==> src/rtl/core/wsjd_pkg.sv <==
package wsjd_pkg;

    // Fixed widths of the item fields
    localparam int JOB_W    = 16;
    localparam int WORKER_W = 2;
    localparam int SOURCE_W = 2;

    // Defaults for the top-level parameters
    localparam int NUM_WORKERS_DEF = 4;
    localparam int FIFO_DEPTH_DEF  = 1024;
    localparam int JOB_BITS_DEF    = 16;

    // Source codes reported with a dequeued job
    localparam logic [SOURCE_W-1:0] SRC_OWN    = 2'd0;
    localparam logic [SOURCE_W-1:0] SRC_GLOBAL = 2'd1;
    localparam logic [SOURCE_W-1:0] SRC_STOLEN = 2'd2;

    // Status of the steal scan unit
    typedef struct packed {
        logic done;
        logic found;
    } scan_status_t;

endpackage

==> src/rtl/core/wsjd_scan.sv <==
module wsjd_scan #(
    parameter int NUM_WORKERS = wsjd_pkg::NUM_WORKERS_DEF,
    localparam int WIDX       = (NUM_WORKERS > 1) ? $clog2(NUM_WORKERS) : 1
) (
    input  logic                     clk,
    input  logic                     rst_n,
    input  logic                     start,
    input  logic [WIDX-1:0]          start_worker,
    input  logic [NUM_WORKERS-1:0]   nonempty,
    output wsjd_pkg::scan_status_t   status,
    output logic [WIDX-1:0]          victim
);

    localparam logic [WIDX-1:0] LAST = WIDX'(NUM_WORKERS - 1);

    logic            busy_reg;
    logic            done_reg;
    logic            found_reg;
    logic [WIDX-1:0] cur_reg;
    logic [WIDX-1:0] left_reg;

    // Step to the next worker with wrap
    function automatic logic [WIDX-1:0] next_worker(input logic [WIDX-1:0] idx);
        next_worker = (idx == LAST) ? '0 : idx + 1'b1;
    endfunction

    // Visit one other worker per cycle, stop at the first non-empty FIFO
    always_ff @(posedge clk or negedge rst_n)
    begin
        if (!rst_n)
        begin
            busy_reg  <= 1'b0;
            done_reg  <= 1'b0;
            found_reg <= 1'b0;
            cur_reg   <= '0;
            left_reg  <= '0;
        end
        else
        begin
            done_reg <= 1'b0;
            if (start)
            begin
                busy_reg  <= 1'b1;
                found_reg <= 1'b0;
                cur_reg   <= next_worker(start_worker);
                left_reg  <= LAST;
            end
            else if (busy_reg)
            begin
                priority if (left_reg == '0)
                begin
                    busy_reg <= 1'b0;
                    done_reg <= 1'b1;
                end
                else if (nonempty[cur_reg])
                begin
                    busy_reg  <= 1'b0;
                    done_reg  <= 1'b1;
                    found_reg <= 1'b1;
                end
                else
                begin
                    cur_reg  <= next_worker(cur_reg);
                    left_reg <= left_reg - 1'b1;
                end
            end
        end
    end

    assign status.done  = done_reg;
    assign status.found = found_reg;
    assign victim       = cur_reg;

endmodule

==> config.mk <==
export PLATFORM = sky130hd
export DESIGN_NAME = wsjd_scan
export DESIGN_NICKNAME = d
export VERILOG_FILES = /design/src/rtl/core/wsjd_pkg.sv /design/src/rtl/core/wsjd_scan.sv
export SDC_FILE = /design/constraint.sdc
export NUM_CORES = 1
export LEC_CHECK = 0
export ABC_AREA = 1
export BUFFER_PORTS_ARGS = -buffer_cell sky130_fd_sc_hd__buf_2
export CAP_MARGIN = 20
export CORE_AREA = 2 2 39 41
export CTS_BUF_LIST = sky130_fd_sc_hd__clkbuf_4
export CTS_CLUSTER_SIZE = 25
export DETAILED_ROUTE_END_ITERATION = 16
export DIE_AREA = 0 0 41 43
export PLACE_DENSITY = 0.58
export RECOVER_POWER = 100
export SLEW_MARGIN = 0
export SYNTH_ARGS = -nofsm -noshare
export SYNTH_HDL_FRONTEND = slang
export SYNTH_SLANG_ARGS = --single-unit
==> constraint.sdc <==
create_clock -name clk -period 2 [get_ports clk]
set_clock_uncertainty 0.15 [all_clocks]
set_input_delay 0 -clock clk [delete_from_list [all_inputs] [get_ports clk]]
set_output_delay 0 -clock clk [all_outputs]
set_load 0.01 [all_outputs]
==> impl_results.md, run 1 <==
* Mapped Avg Cell Area at about 8.8 um^2
* Final Total Pwr at ~740 uW
* HP Start: nonempty[0]
* Count of cell types in the netlist at 16
* Rows at 14
* Initial antenna violation count at 0
* Slowest-stage cell, CP: dfrtp_1
* Period utilization at about three quarters
* Worst R2R End: left_reg[1]$_DFFE_PN0P_
* Iteration count of the initial detailed-routing pass at 2
* Worst EP arrival at about 1.5 ns
* TritonCTS clock tree: built
* Gr ovfl total at 0
* Async SR Flop Fraction at 100%
* Post-Syn Instances at slightly above 50
* Die ar. at between 1500 and 2000 um^2
* Post-Syn Area at approximately 450 um^2
* R2R cell count at 8
* Crit path time final at between 1 and 1.5 ns
* Slew of the pin with the lowest slew margin at 0.328 ns
* Die Height at between 40 and 50 um
* Seq cells post-synth at 7
* Synth Net Count at approximately 60
* Most common cell after layout, fill and taps aside: nand2_1
* Final net count at between 80 and 90
* Worst hold slack at 0.00684 ns
* Max Fclk at approximately 670 MHz
* Crit-path max FO at 6
* Top delay family on crit path: simple AND/OR/NAND/NOR gates
* Hold Path Stages at 5
* I/O Pins at 13
* Required time worst endpoint at around 2.0 ns
* Maxcap violations at 0
* Drt total wl at approximately 870 um
* Peak supply drop at between 400 and 500 uV
* Core Area at approximately 1400 um^2
* # clock sinks at 7
* Post-route ant nets at 0
* EDFF count, synth at 0
* Prevailing post-synth register cell: dfrtp_1
* Setup Crit Path Kind: reg2reg
* Most frequent cells in the layout: 18 x nand2_1, 8 x buf_2, 7 x inv_1, 7 x nand3_1, 7 x dfrtp_1
* CTS Buffer Depth at 2
* Largest net degree at the start of global routing at 10
* Clk slew on worst S/H paths at ~0.050 ns
* GRT Util Overall at around an eighth
* Synth-to-layout area growth at 25.1%
* Synth warn at 0
* Starting DRT DRC Count at 4
* R2r setup slk at 0.52 ns
* DRC Markers at 0
* RSZ-0062 raised after global routing: no
* Register area at 175 um^2
* Slew Limit Fails at 0
* Setup Fix Bufs, Post-CTS at 0
* I/O Buffers at 12
* Metal2 WL at about 420 um
* Hpwl dp at 626 um
* Root Buffer: clkbuf_4
* Num CTS Buffers at 3
* Vias in the first global route at around 360
* Max layer used: met4
* Vias/cell at approximately 4.4
* Met3 WL at between 40 and 50 um
* DR WL/cell at just over 10 um
* Multi-input gate area at roughly 190 um^2
* First-pass GRT wire length at around 1.5 mm
* Worst rel slew slack at 78.1%
* GPL Wtd Cong at approximately 0.68
* Worst Hold Path EP: found_reg$_DFFE_PN0P_
* Met1 wire length at between 300 and 400 um
* Critical Path Source Type: register
* R2r startpoint: victim[0]$_DFFE_PN0P_
* Die Span X at a little over 40 um
* Placed insts at 77
* Worst hold-check path type: in2reg
* Pleak at 0.000304 uW
* Final Non-Filler Cells at 86
* Crit path capture type: register
* Worst skew pair latency at around 0.25 ns
* Most Frequent Cell on Critical Path: nand2_1
* Hold Vio Cnt, Final at 0
* Fillers at roughly 150
* Initial Utilization at 32.4%
* Pre-CTS WS at between 0.6 and 0.7 ns
* Status: finished, final reports clean
* Pwr dens at about 1300 nW/um^2
* Share of layout cells above drive strength 1 at 22.9%
* Buffers & Inverters on Critical Path at 1
* Final setup fails at 0
* Final worst slack at between 0.5 and 0.6 ns
* Worst path cell trace: inv_1 -> nand2_1 -> nand3_1 -> nand2_1 -> nand2_1 -> nand2_1 -> nand2_1 -> nand2_1
* Critical Path Max Stage Delay at ~0.45 ns
* Htree depth at 1
* Final setup TNS at 0 ns
* # diodes at 0
* Seq/Total Area, Yosys at between 30 and 40%
* Via count at 375
synthesized netlist by cell type (2+ instances only):
library cell	number	area share, %
dfrtp_1	7	39
buf_4	2	3.4
a21oi_1	2	2.2
inv_1	6	5.0
nand3_1	6	6.7
nand3_2	2	4.5
nand2_1	15	13
nand2_4	3	7.5
how the worst max path moves through the flow:
stage,slack [ns],from,endpoint,depth (start not counted)
2_1_floorplan,0.77,left_reg[0]$_DFFE_PN0P_,victim[0]$_DFFE_PN0P_,7
4_1_cts,0.68,left_reg[0]$_DFFE_PN0P_,left_reg[1]$_DFFE_PN0P_,7
5_1_grt,0.31,victim[0]$_DFFE_PN0P_,left_reg[1]$_DFFE_PN0P_,8
6_report,0.52,victim[0]$_DFFE_PN0P_,left_reg[1]$_DFFE_PN0P_,8
3_3_place_gp,0.69,left_reg[0]$_DFFE_PN0P_,left_reg[1]$_DFFE_PN0P_,7
3_5_place_dp,0.69,left_reg[0]$_DFFE_PN0P_,left_reg[1]$_DFFE_PN0P_,7
metal layers:
metal | track usage (%) | vias up
met3 | 7.85 | 2
met4 | 6.00 | 0
met5 | 0 | -
met1 | 15.3 | 169
met2 | 18.4 | 9
li1 | - | 195
report_power, final:
part / switching (uW) / internal, uW / total [uW]
sequential: 52.6 / 205 / 258
clock: 51.4 / 89.6 / 141
combinational: 203 / 139 / 342
total: 307 / 434 / 741
tightest hold or removal path, delay by kind of cell:
family / cells / cell delay, ns
simple gates: 3 / 0.22
buf+inv: 1 / 0.09
compound gates: 1 / 0.05
cells by family after synthesis:
group / count (synthesis) / synth area share, %
AND/OR/NAND/NOR: 27 / 35.8
buffers and inverters: 10 / 13.1
flip-flops: 7 / 39.1
AO/OA/AOI/OAI: 4 / 5.31
XOR/XNOR: 2 / 3.91
adder cells (fa/ha/maj): 1 / 2.79
through the flow:
stage / instance area, um^2 / util [%]
2_1_floorplan: 448 / -
3_3_place_gp: 513 / 37.1
3_5_place_dp: 513 / 37.1
4_1_cts: 593 / 42.9
5_1_grt: 561 / 40.5
6_report: 561 / 40.5
repair_timing:
item	in CTS	in global routing
hold endpoints to repair	10	0
setup endpoints to repair	0	0
hold buffers	5	0
resized for setup	0	0
area by class of cell:
| cell class | instances | share of cell area, % |
|---|---|---|
| multi-input combinational | 34 | 33.3 |
| timing repair buffer | 17 | 18.8 |
| sequential | 7 | 31.2 |
| tap | 16 | 3.57 |
| inverter | 8 | 7.81 |
| clock buffer | 4 | 5.36 |
(Power assumes the default switching activity.)
==> run 2, diff against run 1 <==
--- a/config.mk
+++ b/config.mk
@@ -13,7 +13,7 @@
 export CTS_CLUSTER_SIZE = 25
 export DETAILED_ROUTE_END_ITERATION = 16
 export DIE_AREA = 0 0 41 43
-export PLACE_DENSITY = 0.58
+export PLACE_DENSITY = 0.6
 export RECOVER_POWER = 100
 export SLEW_MARGIN = 0
 export SYNTH_ARGS = -nofsm -noshare
==> constraint.sdc (replaced) <==
create_clock -name clk -period 1.2 [get_ports clk]
set_clock_uncertainty 0.15 [all_clocks]
set_input_delay 0 -clock clk [delete_from_list [all_inputs] [get_ports clk]]
set_output_delay 0 -clock clk [all_outputs]
set_load 0.01 [all_outputs]
==> impl_results.md, run 2 (synthesis results as in run 1) <==
* Starting DRT DRC Count at 1
* Core Area at ~1400 um^2
* Peak supply drop at between 800 and 900 uV
* GPL Wtd Cong at about 0.73
* Fillers at between 100 and 150
* Core Util, Final at approximately half
* R2R cell count at 8
* Switching pwr at 665 uW
* R2r startpoint: victim[0]$_DFFE_PN0P_
* Share of layout cells above drive strength 1 at around 47%
* Via count at 412
* Pwr dens at 2380 nW/um^2
* Final setup TNS at -0.131 ns
* Hold Vio Cnt, Final at 0
* R2r setup slk at -0.04 ns
* Post-route ant nets at 0
* Worst skew pair latency at 0.26 ns
* First-pass GRT wire length at approximately 1.6 mm
* Crit-path max FO at 5
* Slew of the pin with the lowest slew margin at around 0.19 ns
* Required time worst endpoint at ~1.2 ns
* Rows at 14
* Worst R2R End: left_reg[1]$_DFFE_PN0P_
* I/O Pins at 13
* Placed insts at 85
* CTS Buffer Depth at 2
* Num CTS Buffers at 3
* Pleak at between 0.0003 and 0.0004 uW
* Worst hold slack at 0.0458 ns
* Crit path time final at around 1.2 ns
* HP Start: nonempty[2]
* Clock Power Share at 13.6%
* Slew Limit Fails at 0
* Synth-to-layout area growth at 53.1%
* Most frequent cells in the layout: 13 x nand2_1, 9 x buf_2, 9 x buf_4
* TritonCTS clock tree: built
* Clk slew on worst S/H paths at approximately 0.06 ns
* Worst Hold Path EP: busy_reg$_DFF_PN0_
* Final setup fails at 4
* Maxcap violations at 0
* Max Fclk at between 800 and 900 MHz
* Most common cell after layout, fill and taps aside: nand2_1
* GRT Util Overall at between 10% and 20%
* Setup Crit Path Kind: reg2reg
* Gate power share at 60.1%
* Hpwl dp at between 600 and 700 um
* Failing checks: negative setup slack
* Period utilization at 103%
* Final worst slack at -0.0390 ns
* Die Span X at roughly 41 um
* I/O Buffers at 12
* Drt total wl at slightly above 900 um
* Die ar. at about 1800 um^2
* Status: finished, violations left
* Worst hold-check path type: in2reg
* Largest net degree at the start of global routing at 10
* DR WL/cell at 9.75 um
* Worst EP arrival at approximately 1.3 ns
* Vias/cell at between 4 and 5
* Root Buffer: clkbuf_4
* Crit path capture type: register
* Initial antenna violation count at 0
* Final Non-Filler Cells at between 90 and 100
* Iteration count of the initial detailed-routing pass at 4
* # diodes at 0
* Gr ovfl total at 0
* # clock sinks at 7
* Critical Path Source Type: register
* Die Height at 43 um
* Htree depth at 1
* Worst rel slew slack at slightly below 90%
* Hold Path Stages at 6
* Initial Utilization at roughly a third
* Vias in the first global route at 401
* Final net count at 90
* DRC Markers at 0
* RSZ-0062 raised after global routing: yes
* P_int at between 900 and 1000 uW
* Net Sw Frac at between 40% and 50%
* Sequential Power Share at approximately a quarter
run 2: cell count changes in the layout (fill, tap and decap cells not counted), moves of 2 or more:
cell	change
buf_4	+9
clkbuf_1	-2
nand2_1	-5
nand2_2	+2
nand2_4	+3
run 2: metrics by stage:
stage	setup WS (ns)	cell area (um^2)	power (uW)
2_1_floorplan	0.00981	452	989
5_1_grt	-0.136	686	1790
6_report	-0.0390	686	1630
3_3_place_gp	-0.0513	577	1300
3_5_place_dp	-0.0596	577	1310
4_1_cts	-0.0484	676	1620
run 2: worst max-delay path: stages (launching register included):
cell and delay (ns):
dfrtp_2 0.44, inv_2 0.09, nand2_2 0.07, nand3_4 0.07, nand2_4 0.07, nand2_4 0.09, nand2_4 0.06, nand2_1 0.05
nand2_1 0.04
run 2: worst max path at each step:
stage                             from  depth (start not counted)                      end
2_1_floorplan  left_reg[0]$_DFFE_PN0P_                          7    victim[0]$_DFFE_PN0P_
3_3_place_gp   left_reg[0]$_DFFE_PN0P_                          7  left_reg[1]$_DFFE_PN0P_
3_5_place_dp   left_reg[0]$_DFFE_PN0P_                          7  left_reg[1]$_DFFE_PN0P_
4_1_cts          victim[0]$_DFFE_PN0P_                          8  left_reg[1]$_DFFE_PN0P_
5_1_grt          victim[0]$_DFFE_PN0P_                          8    victim[1]$_DFFE_PN0P_
6_report         victim[0]$_DFFE_PN0P_                          8  left_reg[1]$_DFFE_PN0P_
run 2: per-layer routing:
layer	vias up	part of all wire (%)	track usage [%]
met5	-	0	0
met4	0	0.76	2.00
met3	2	6.4	9.42
met2	9	50	21.3
met1	189	43	16.0
li1	212	-	-
run 2: timing repair:
| item | CTS | global route |
|---|---|---|
| endpoints found under the setup margin | 5 | 14 |
| hold endpoints to repair | 10 | 7 |
| setup buffers | 1 | 0 |
| hold buffers | 5 | 1 |
| gates resized for setup | 2 | 3 |
run 2: power groups by stage:
stage	Combinational, uW	Sequential (uW)	Clock, uW
after detailed placement	879	435	0
final	978	428	222
after global placement	862	434	0
after floorplan	548	441	0
after CTS	958	431	234
after global routing	1090	449	242
run 2: layout make-up:
class / count / area (um^2) / share of cell area [%]
multi-input combinational: 34 / 243 / 35.4
sequential: 7 / 176 / 25.7
timing repair buffer: 26 / 175 / 25.5
inverter: 8 / 43.8 / 6.39
clock buffer: 3 / 22.5 / 3.28
tap: 16 / 20.0 / 2.92
clock inverter: 1 / 5.00 / 0.730
